$ cat config.mk
export PLATFORM = sky130hd
export DESIGN_NAME = bvp_mul
export DESIGN_NICKNAME = d
export VERILOG_FILES = /design/src/hdl/bvp_pkg.sv /design/src/hdl/bvp_mul.sv
export SDC_FILE = /design/constraint.sdc
export NUM_CORES = 2
export LEC_CHECK = 0
export BUFFER_PORTS_ARGS = -buffer_cell sky130_fd_sc_hd__buf_2
export CAP_MARGIN = 25
export CORE_MARGIN = 8
export CORE_UTILIZATION = 60
export CTS_CLUSTER_DIAMETER = 150
export DETAILED_ROUTE_END_ITERATION = 8
export MAX_ROUTING_LAYER = met4
export PLACE_DENSITY_LB_ADDON = 0.3
export SLEW_MARGIN = 0
export SYNTH_ARGS = -nofsm -noshare
export SYNTH_HDL_FRONTEND = slang
export SYNTH_SLANG_ARGS = --single-unit
$ cat constraint.sdc
create_clock -name aclk -period 11 [get_ports aclk]
set_input_delay 1.65 -clock aclk [delete_from_list [all_inputs] [get_ports aclk]]
set_output_delay 1.65 -clock aclk [all_outputs]
set_load 0.01 [all_outputs]
$ cat src/hdl/bvp_pkg.sv
// ----------------------------------------------------------------------------
// bvp_pkg
// Shared widths, constants and types of the binocular vergence point core.
// ----------------------------------------------------------------------------
package bvp_pkg;

    function automatic int imax(input int x, input int y);
        return (x > y) ? x : y;
    endfunction

    localparam int IN_FRAC_BITS  = 4;
    localparam int OUT_FRAC_BITS = 16;
    localparam int GW            = 20;
    localparam int TDW           = 16;
    localparam int OUTW          = 32;
    localparam int QB            = 33;
    localparam int MUL_CHUNK     = 24;

    localparam int SSW  = TDW + IN_FRAC_BITS + 1;
    localparam int AW   = imax(GW, SSW) + 1;
    localparam int CW   = imax(GW, SSW + 1) + 1;
    localparam int AMCW = imax(AW, CW) + 1;
    localparam int DMBW = GW + 1;
    localparam int EW   = imax(CW + GW, GW + AW) + 1;
    localparam int S2W  = 2 * SSW;
    localparam int SQW  = imax(2 * AMCW, 2 * DMBW) + 1;
    localparam int QW   = imax(S2W + SQW, 2 * EW) + 1;
    localparam int UAW  = imax(S2W + AMCW, GW + EW) + 1;
    localparam int SUW  = UAW + 1;
    localparam int S4W  = 2 * S2W;
    localparam int MILW = 21;
    localparam int Q6W  = QW + MILW;
    localparam int NW   = imax(imax(CW, AW) + UAW + 1, SSW + SUW);
    localparam int TW   = imax(NW + OUT_FRAC_BITS, QW) + 1;
    localparam int DW   = QW;
    localparam int RW   = imax(TW, DW + QB) + 1;
    localparam int VW   = QB + 2;

    localparam logic [GW-1:0]          MISS_CODE   = {1'b1, {(GW-1){1'b0}}};
    localparam logic signed [MILW-1:0] ONE_MILLION = 21'sd1000000;
    localparam logic [TDW-1:0]         TD_RESET    = 16'd1024;

    localparam longint SENT_RAW = -(longint'(32768) << OUT_FRAC_BITS);
    localparam logic [OUTW-1:0] SENTINEL =
        (SENT_RAW < -(longint'(1) << (OUTW - 1))) ? {1'b1, {(OUTW-1){1'b0}}}
                                                  : OUTW'(SENT_RAW);
    localparam int X_BIAS = 1 << (OUT_FRAC_BITS - 1);
    localparam int Z_BIAS = -(1 << OUT_FRAC_BITS);

    typedef enum logic [1:0] {
        ST_COMPUTED   = 2'd0,
        ST_MISSING    = 2'd1,
        ST_DEGENERATE = 2'd2
    } status_t;

    typedef struct packed {
        logic signed [AW-1:0]  a;
        logic signed [GW-1:0]  b;
        logic signed [CW-1:0]  c;
        logic signed [GW-1:0]  d;
        logic signed [SSW-1:0] s;
        logic                  miss;
    } geo_t;

    function automatic logic [OUTW-1:0] sat32(input logic signed [VW:0] v);
        logic hi_ones;
        logic hi_zero;
        hi_ones = &v[VW:OUTW-1];
        hi_zero = ~|v[VW:OUTW-1];
        if (hi_ones || hi_zero) begin
            return v[OUTW-1:0];
        end
        return v[VW] ? {1'b1, {(OUTW-1){1'b0}}} : {1'b0, {(OUTW-1){1'b1}}};
    endfunction

endpackage

$ cat src/hdl/bvp_mul.sv
// ----------------------------------------------------------------------------
// bvp_mul
// Two-stage signed multiplier built from registered 24x24 partial products.
// ----------------------------------------------------------------------------
module bvp_mul #(
    parameter int WA = 24,
    parameter int WB = 24
) (
    input  logic                     aclk,
    input  logic                     en,
    input  logic signed [WA-1:0]     a,
    input  logic signed [WB-1:0]     b,
    output logic signed [WA+WB-1:0]  p
);
    import bvp_pkg::*;

    localparam int CH  = MUL_CHUNK;
    localparam int NA  = (WA + CH - 1) / CH;
    localparam int NB  = (WB + CH - 1) / CH;
    localparam int PAW = NA * CH;
    localparam int PBW = NB * CH;
    localparam int PW  = WA + WB;

    logic [WA-1:0]        mag_a;
    logic [WB-1:0]        mag_b;
    logic [PAW-1:0]       pad_a;
    logic [PBW-1:0]       pad_b;
    logic [2*CH-1:0]      pp_reg [NA][NB];
    logic                 neg_reg;
    logic [PW-1:0]        acc;
    logic signed [PW-1:0] p_reg;
    logic signed [PW-1:0] p_next;

    assign mag_a = a[WA-1] ? (~a + 1'b1) : a;
    assign mag_b = b[WB-1] ? (~b + 1'b1) : b;
    assign pad_a = PAW'(mag_a);
    assign pad_b = PBW'(mag_b);

    always_ff @(posedge aclk) begin
        if (en) begin
            for (int i = 0; i < NA; i++) begin
                for (int j = 0; j < NB; j++) begin
                    pp_reg[i][j] <= pad_a[i*CH +: CH] * pad_b[j*CH +: CH];
                end
            end
            neg_reg <= a[WA-1] ^ b[WB-1];
            p_reg   <= p_next;
        end
    end

    always_comb begin
        acc = '0;
        for (int i = 0; i < NA; i++) begin
            for (int j = 0; j < NB; j++) begin
                acc = acc + (PW'(pp_reg[i][j]) << (CH * (i + j)));
            end
        end
        p_next = neg_reg ? (~acc + 1'b1) : acc;
    end

    assign p = p_reg;

endmodule

==> results.cfg <==
[outcome]
status = finished, final reports clean

[floorplan]
ios = 98
core_area_sq_um = 38400
die_w_microns = 213
dieHeight_microns = 213
start_util_pct = 60.4
rows = 72
die_area_sq_um = 45200

[synthesis]
synth.area.top_cells = fa_1 (42%), edfxtp_1 (13%), ha_1 (9.6%)
synth_top_area_share_pct = 41.6
async_flop_share_pct = 0
yosysMostFrequentCell = inv_1
synth_edf_count = 97
netlist_area_sq_um = 23200
yosysWarnings = 0
syn-num-nets = 3221
ys_seq_area_share_pct = 12.6
synth.largest_area_cell = fa_1
synthCells = 2512
syn_area_per_cell_sq_um = 9.23
ys_ff_latch = 97
synth_ff_type = edfxtp_1
yosysUniqueCellTypes = 54
yosys-top-cells-count = inv_1 (532), fa_1 (482), nand2_1 (412), nor2_1 (221), ha_1 (177)

[global_route]
antenna_found_initial = 7
grt_overflow = 0
grt_max_degree = 65
track_usage_pct = 32.3
grt_pass1_vias = 19300
grt_pass1_wl_mm = 108

[cts]
cts_setup_buffers = 0
cts_root_buf = clkbuf_16
htreeDepth = 3
ctsHoldBuffers = 0
cts_buffer_depth = 2
cts.repair.resized = 0
clock_latency_ns = 0.35
numCtsBuffers = 9
clock_sinks = 97
clk_pin_slew_worst_paths_ns = 0.07
cts_tree = yes

[cells_and_area]
drive_above_1_share_pct = 10.7
area_delta_synth_final_pct = 10.3
layout.nets = 3386
fin_util_pct = 66.6

[sta]
drv_slew = 0
setup_tns_ns = 0
fin_skew_ns = 0.00645
slew_headroom_pct = 23.6
post-route-period-util_pct = 96.0
rsz0062_at_grt = no
tightest_slew_ns = 1.14
setup_viol = 0
worst_slack_ns = 0.437
hold_violations = 0
max_freq_ghz = 0.0947
min_period_ns = 10.56

[route]
vias = 18300
drtPass1Iterations = 5
drt-wirelength-per-cell_microns = 21.4
ant_nets = 0
drt_wl_total_mm = 68.6
via_per_inst = 5.69
drc = 0
drt-initial-drc-count = 1518

[critical_path]
slowest_stage = or4_1
path_common_cell = fa_1
arrival_ns = 10.70
crit_type = in2reg
startpoint_type = input port
slowest_delay_ns = 0.57
cp-end-kind = flip-flop
crit_path_max_fanout = 10
required_ns = 11.13

[job]
cap_violations = 0

[placement]
portBuffers = 97
gp_congestion = 1.03
dp_hpwl_mm = 58.1
dp_slack_ns = 0.138

[hold_path]
hp-class = reg2reg
-- cell families (layout without fill, tap and decap cells) --
family                     Yosys count  count (layout)  share of synthesized area [%]
and+or+nand+nor                    768             768                           14.1
adders and majority gates          659             659                           51.2
buffers and inverters              622             792                           10.1
AOI/OAI and AO/OA                  204             204                           5.93
xor gates and xnor gates           161             161                           6.08
DFF                                 97              97                           12.6
muxes                                1               1                         0.0432
other                                0               7                              0
-- cells in the final DEF, fill, tap and decap left out, types with 30 or more instances in the layout --
cell type / netlist / layout
a21oi_1: 45 / 45
and2_1: 30 / 30
buf_2: 0 / 96
buf_4: 0 / 147
edfxtp_1: 97 / 97
fa_1: 482 / 482
ha_1: 177 / 177
inv_1: 532 / 532
nand2_1: 412 / 412
nor2_1: 221 / 221
o21ai_0: 50 / 48
xnor2_1: 111 / 102
xor2_1: 50 / 49
-- layer usage --
metal  share of wire [%]  GRT usage (%)  up-vias
met5                   0              -        -
met4                 3.9           11.2        0
met3                 9.6           6.16      174
met2                  49           52.5      934
met1                  38           40.3     9160
li1                    -              -     7983
-- final cells by class --
type | instances | area [sq um]
Sequential cell | 97 | 2910
Clock inverter | 7 | 100
Clock buffer | 9 | 225
Multi-Input combinational cell | 1793 | 18000
Inverter | 532 | 2000
Tap cell | 518 | 648
Antenna cell | 7 | 17.5
Fill cell | 3182 | 12800
Timing Repair Buffer | 244 | 1600
-- critical path, delay by kind of cell --
kind	cells	cell delay, ns
AO/OA/AOI/OAI	8	2.02
XOR/XNOR	1	0.14
adder cells (fa/ha/maj)	8	4.02
buffers and inverters	5	0.74
AND/OR/NAND/NOR	8	2.14
-- path summary, 6_finish.rpt --
kind	start	end	slack [ns]	depth (start not counted)
worst max-delay path	a[5]	pp_reg[0][46]	0.44	30
worst min-delay path	pp_reg[0][0]	p[0]	0.55	0
worst max register to register	pp_reg[0][8]	p[47]	6.66	9
worst min register to register	pp_reg[0][0]	p[0]	0.55	0
-- through the flow --
stage	cells	cell area, sq um	hold slack [ns]
floorplan	2512	23200	0.474
global placement	3182	25200	0.531
detailed placement	3183	25200	0.546
CTS	3199	25500	0.562
global route	3207	25600	0.583
finish	3207	25600	0.554
Power is not shown: default switching activity piles up to over one toggle a cycle in this logic, so the estimate is an artifact.
